==> config.mk <==
export PLATFORM = sky130hd
export DESIGN_NAME = qfir_resq
export DESIGN_NICKNAME = d
export VERILOG_FILES = /design/src/rtl/qfir_pkg.sv /design/src/rtl/qfir_resq.sv
export SDC_FILE = /design/constraint.sdc
export NUM_CORES = 1
export LEC_CHECK = 0
export BUFFER_PORTS_ARGS = -buffer_cell sky130_fd_sc_hd__buf_2
export CORE_UTILIZATION = 52
export CTS_CLUSTER_DIAMETER = 200
export CTS_CLUSTER_SIZE = 16
export DETAILED_ROUTE_END_ITERATION = 7
export GPL_TIMING_DRIVEN = 0
export PLACE_DENSITY_LB_ADDON = 0.05
export SYNTH_ARGS = -nofsm -noshare
export SYNTH_HDL_FRONTEND = slang
export SYNTH_SLANG_ARGS = --single-unit
==> constraint.sdc <==
create_clock -name clk -period 2.8 [get_ports clk]
set_clock_uncertainty 0.15 [all_clocks]
set_input_delay 0.56 -clock clk [delete_from_list [all_inputs] [get_ports clk]]
set_output_delay 0.56 -clock clk [all_outputs]
set_load 0.05 [all_outputs]
==> src/rtl/qfir_pkg.sv <==
// Types and constants shared by the Q15 FIR filter modules.
`default_nettype none
package qfir_pkg;

  localparam int MAX_TAPS_DEF = 64;
  localparam int TAP_COUNT_W  = 7;
  localparam int TAP_IDX_W    = 6;
  localparam int SMP_W        = 16;
  localparam int CFG_IDX_W    = 2;
  localparam int RND          = 1 << 14;
  localparam int SHR          = 15;

  localparam logic MODE_LOAD   = 1'b0;
  localparam logic MODE_SAMPLE = 1'b1;

  typedef enum logic [CFG_IDX_W-1:0] {
    CFG_TAP_COUNT    = 2'd0,
    CFG_IQ_INPUT     = 2'd1,
    CFG_COMPLEX_TAPS = 2'd2
  } cfg_idx_t;

  typedef enum logic {
    CMD_LOAD   = 1'b0,
    CMD_SAMPLE = 1'b1
  } cmd_kind_t;

  typedef struct packed {
    logic                    mode;
    logic [TAP_IDX_W-1:0]    tap_index;
    logic signed [SMP_W-1:0] tap_real;
    logic signed [SMP_W-1:0] tap_imag;
    logic signed [SMP_W-1:0] sample_i;
    logic signed [SMP_W-1:0] sample_q;
  } in_t;

  typedef struct packed {
    logic signed [SMP_W-1:0] out_i;
    logic signed [SMP_W-1:0] out_q;
  } out_t;

  typedef struct packed {
    cmd_kind_t               kind;
    logic                    store;
    logic [TAP_IDX_W-1:0]    tap_index;
    logic signed [SMP_W-1:0] tap_real;
    logic signed [SMP_W-1:0] tap_imag;
    logic signed [SMP_W-1:0] sample_i;
    logic signed [SMP_W-1:0] sample_q;
  } cmd_t;

endpackage
`default_nettype wire

==> src/rtl/qfir_resq.sv <==
// Result queue: holds finished results until the consumer pops them.
`default_nettype none
module qfir_resq
  import qfir_pkg::*;
(
  input  wire logic clk,
  input  wire logic rst_n,
  input  wire logic res_push,
  input  wire out_t res,
  output logic      res_full,
  output logic      empty,
  input  wire logic pop,
  output out_t      out_data
);

  out_t       q_r [2];
  logic       wr_r, rd_r;
  logic [1:0] cnt_r;
  logic       wr_en, rd_en;

  assign res_full = (cnt_r == 2'd2);
  assign empty    = (cnt_r == 2'd0);
  assign out_data = q_r[rd_r];
  assign wr_en    = res_push && !res_full;
  assign rd_en    = pop && !empty;

  always_ff @(posedge clk) begin
    if (wr_en) begin
      q_r[wr_r] <= res;
    end
  end

  always_ff @(posedge clk) begin
    if (!rst_n) begin
      wr_r  <= 1'b0;
      rd_r  <= 1'b0;
      cnt_r <= 2'd0;
    end else begin
      if (wr_en) begin
        wr_r <= ~wr_r;
      end
      if (rd_en) begin
        rd_r <= ~rd_r;
      end
      cnt_r <= cnt_r + 2'(wr_en) - 2'(rd_en);
    end
  end

endmodule
`default_nettype wire

==> After elaboration in Yosys (flattened, before gate mapping) <==
Memory sizes are Yosys's and may differ from the RTL's. A register that Yosys moved wholly into a read port is not among the register bits.
Index checks and enable logic that the tools add are counted.
{ "word_totals": {"ram_bits": 64, "output_inout_bits": 34, "memories": 1, "elab_cells": 18, "inputBits": 36, "reg_bits": 4} }
{ "memory_table": {"columns": ["memory", "words", "word_bits", "rd", "rd_ports_with_merged_regs", "wr", "line_no", "text"], "rows": [
  ["q_r", 2, 32, 1, 1, 1, "qfir_resq.sv:16", "out_t q_r [2];"]
]} }
{ "op_classes": {"reduce_logical": 5, "bitwise_logic": 2, "n_eq_ne": 1, "addsub": 2, "n_mux": 4} }
{ "ops": {"columns": ["op", "count"], "rows": [
  ["1-bit 2-to-1 mux", 4],
  ["2-bit by 1-bit adder with 2-bit output", 1],
  ["2-bit == test (second input constant)", 1],
  ["1-bit logical AND", 2],
  ["1-bit logical NOT", 2],
  ["2-bit logical NOT", 1],
  ["1-bit inverter", 2],
  ["2-bit by 1-bit subtractor with 2-bit output", 1]
]} }

==> Depth between registers and ports, before layout <==
{ "depth": {"ltp_word": 5, "ltp_mapped": 8, "mapped_depth_nobuf": 8} }

==> Least setup slack after synthesis <==
No wires, ideal clock.
{ "synth_timing": {"path_type": "input-to-reg", "from": "input port res_push", "to": "memory q_r[0][0] in the netlist's numbering, enable pin", "path_buffers": 0, "setup_ns": 0.421, "setup_slack_ns": 0.220, "t_required_ns": 2.229, "t_arrival_ns": 2.009, "stages": 2, "cell_sequence": "nand2_1 nor2_1"} }
{ "synth_via": {"elab_chain_cells": 3} }
{ "synth_rtl": {"columns": ["item", "line_no", "text"], "rows": [
  ["from (decl)", "qfir_resq.sv:8", "input wire logic res_push,"],
  ["1-bit logical AND", "qfir_resq.sv:24", "assign wr_en = res_push && !res_full;"],
  ["1-bit 2-to-1 mux", "qfir_resq.sv:28", "if (wr_en) begin"],
  ["1-bit 2-to-1 mux (not written as such)", "qfir_resq.sv:29", "q_r[wr_r] <= res;"],
  ["to (decl)", "qfir_resq.sv:16", null]
]} }
Every way passes these cells.

==> impl_summary.txt <==
----------------------------------------------------
[Run status]
  Outcome ... completed

[Timing]
  Final Hold Viols ... 0
  Final worst path period need ... ~2.2 ns
  Achievable clock frequency ... 462 MHz
  Final Max Tran Viols ... 0
  Relative slew margins ... 38.1%
  Count of final setup violators ... 0
  Final sum of negative setup slack ... 0 ns
  Actual slew at the worst max-slew pin ... approximately 0.93 ns
  RSZ-0062 raised after global routing ... no
  Final critical-path setup slack ... 0.636 ns
  Ratio of final minimum period to clock period ... 77.3%

[Setup path]
  Combined buffer and inverter count along the critical path ... 3
  Series of cell instances along the critical path ... buf_6, buf_12, mux2_4, buf_2
  RR Startpoint ... cnt_r[0]
  CP Depth ... 4
  R2r endpoint ... q_r[0][20]
  Req. time, crit path ... about 2.1 ns
  Type of the setup path with the least slack ... flip-flop to output pin
  CP endpoint ... out_data[2]
  Cell family contributing the most delay on the critical path ... buffers and inverters
  Worst-case register-to-register setup slack ... 0.84 ns
  Critical-path top delay cell ... sky130_fd_sc_hd__dfxtp_1
  Top fanout value on the critical path ... 10
  R2r worst-path depth ... 3
  Type of origin of the critical path ... flip-flop
  Kind of end point of the critical path ... output pin
  Biggest cell delay along the critical path ... 0.32 ns
  Crit path DAT ... 1.45 ns

[Power and ir drop]
  Internal power summed over all cells ... approximately 2.2 mW
  Largest voltage drop on the vdd net ... 0.665 mV
  Switching pwr ... 1.38 mW
  Part of the total power dissipated in combinational logic ... 42.0%
  Leakage power summed over all cells ... 1.34 nW
  Cell area power density ... 1100 nW/um2
  Total power ... 3.63 mW
  Clk pwr share ... 19.6%
  Sw Share ... 38.0%
  Relative contribution of sequential cells to total power ... 38.4%

[Clock tree]
  CTS H-tree lvls ... 3
  TritonCTS clock tree ... built
  Post-CTS setup repair buffer count ... 0
  Longest Clk Path Bufs ... 2
  Worst-skew pair later-pin latency ... 0.32 ns
  Clock slew seen by the registers of the worst setup and hold paths ... 0.07 ns
  Root Buffer Master ... sky130_fd_sc_hd__clkbuf_8
  Number of CTS-inserted buffers ... 9
  Gates resized, CTS repair ... 0
  Clock sink count ... 69
  CTS hold repair buffers ... 0

[Floorplan]
  Area enclosed by the die boundary ... 5480 um2
  Core Region ... between 4000 and 5000 um2
  I/O pins ... 70
  Vertical die dimension ... 74.1 um
  Starting utilization of the core area ... 55.7%
  Width of the die ... 74.1 um
  # rows ... 25

[Synthesis]
  Mapped Nets ... 165
  Number of register bits inferred by synthesis ... 69
  Number of instances in the synthesized netlist ... 127
  YS warnings ... 0
  Unique masters post-synth ... 18
  Proportion of synthesized chip area in sequential cells ... 74.9%
  Avg Cell Area, Syn ... 21.3 um2
  Cell Area, Synth ... about 2700 um2

[Detailed routing]
  Via density per instance ... 4.88
  Antenna Nets Post-Route ... 0
  Total via count in the routed design ... 1351
  DRT Pass-1 Iters ... 4
  Initial DRC Count ... 56
  Drt drc ... 0
  Average detailed-routed wire length per instance ... 14.8 um
  Routed WL ... around 4000 um

[Global routing]
  Global-route wire length before repair ... 6150 um
  Global route overflow ... 0
  Number of antenna violations at the first check in global routing ... 0
  Via count of the first global-routing pass ... 1409
  Pin count of the biggest net entering global routing ... 33
  Global-route usage over all layers ... around 16%

[Hold path]
  Hold wc startpoint ... res[21]
  Kind of path behind the tightest hold check ... input pin to flip-flop

[Finish]
  Post-route design area ... 3310 um2
  Final net count ... ~250
  Total inserted antenna cells ... 0
  Most used cells in the layout excluding fill and tap cells ... sky130_fd_sc_hd__buf_2, sky130_fd_sc_hd__edfxtp_1, sky130_fd_sc_hd__mux2_4, sky130_fd_sc_hd__clkbuf_8, sky130_fd_sc_hd__dfxtp_1
  Final instance count without filler cells ... 277
  Signed area change from the synthesized netlist to the final layout ... 22.5%
  Fraction of final layout cells sized beyond drive strength 1 ... between 50 and 60%
  Most common cell after layout, fill and taps aside ... sky130_fd_sc_hd__buf_2

[Placed design]
  Count of port buffers added during placement ... 69
  Worst Setup Slack post-DPL ... 0.375 ns
  Final Wtd Congestion ... around 0.6
  Number of placed instances, taps included ... 263
  Post-DP HPWL ... 2720 um
  Placement-stage cell area ... 3140 um2

[Run]
  MaxCap Viol Count ... 0

----------------------------------------------------
==> power groups by stage <==
stage / logic (mW) / clock network (mW) / registers, mW
3_5_place_dp: 1.53 / 0 / 1.42
3_3_place_gp: 1.50 / 0 / 1.41
5_1_grt: 1.60 / 0.771 / 1.41
2_1_floorplan: 1.28 / 0 / 1.40
4_1_cts: 1.54 / 0.732 / 1.40
6_report: 1.52 / 0.710 / 1.39
==> area by class of cell <==
class	instances	area, um2
flip-flops and latches	69	2020
fillers	339	1540
multi-input cells	51	604
repair buffers	69	345
clock buffers	10	128
well taps	67	83.8
plain buffers	4	71.3
clock inverters	4	41.3
inverters	3	11.3
==> cell usage after synthesis <==
master                      n  area, um2
sky130_fd_sc_hd__buf_12     3       60.1
sky130_fd_sc_hd__mux2_2     2       22.5
sky130_fd_sc_hd__o21a_1     1       7.51
sky130_fd_sc_hd__nor2_1     5       18.8
sky130_fd_sc_hd__nand2_1    2       7.51
sky130_fd_sc_hd__mux2_4    30        450
sky130_fd_sc_hd__and3_1     1       6.26
sky130_fd_sc_hd__xor2_1     1       8.76
sky130_fd_sc_hd__buf_6      1       11.3
sky130_fd_sc_hd__inv_1      3       11.3
sky130_fd_sc_hd__dfxtp_1    5        100
sky130_fd_sc_hd__nand2b_1   2       12.5
sky130_fd_sc_hd__nor3_1     1       5.00
sky130_fd_sc_hd__ha_1       2       25.0
sky130_fd_sc_hd__edfxtp_1  64       1920
sky130_fd_sc_hd__mux2i_1    1       10.0
sky130_fd_sc_hd__and2_1     2       12.5
sky130_fd_sc_hd__xnor2_1    1       8.76
==> worst min-delay path by stage <==
stage	depth (start not counted)	to
after CTS	1	q_r[1][19]
after global routing	1	q_r[1][7]
after global placement	2	wr_r
after floorplan	2	wr_r
final	1	q_r[0][21]
after detailed placement	2	rd_r
==> state kept, by name (all words and copies together), names as in the netlist, named ones only <==
register and count:
cnt_r 2, wr_r 1, q_r 64, rd_r 1
==> per-layer routing <==
metal | global-route usage, % | routed length [um] | share of wire (%)
met1 | 15.9 | 1590 | 39
met2 | 29.3 | 2190 | 53
met3 | 6.91 | 238 | 5.8
met5 | 0 | 0 | 0
met4 | 8.97 | 76 | 1.9
==> metrics by stage <==
| stage | util (%) | hold WS, ns |
|---|---|---|
| final | 68.2 | 0.265 |
| after global routing | 68.2 | 0.242 |
| after CTS | 68.2 | 0.251 |
| after detailed placement | 64.7 | 0.361 |
| after global placement | 64.5 | 0.313 |
| after floorplan | - | 0.305 |
==> cell families (layout without fill, tap and decap cells) <==
group,Yosys count,in the layout,share of synthesized area [%]
AOI/OAI and AO/OA,1,1,0.278
DFF,69,69,74.9
muxes,33,33,17.9
and+or+nand+nor,13,13,2.32
xor gates and xnor gates,2,2,0.649
adders and majority gates,2,2,0.927
buffers and inverters,7,90,3.06
Power figures use the tool's default switching activity.
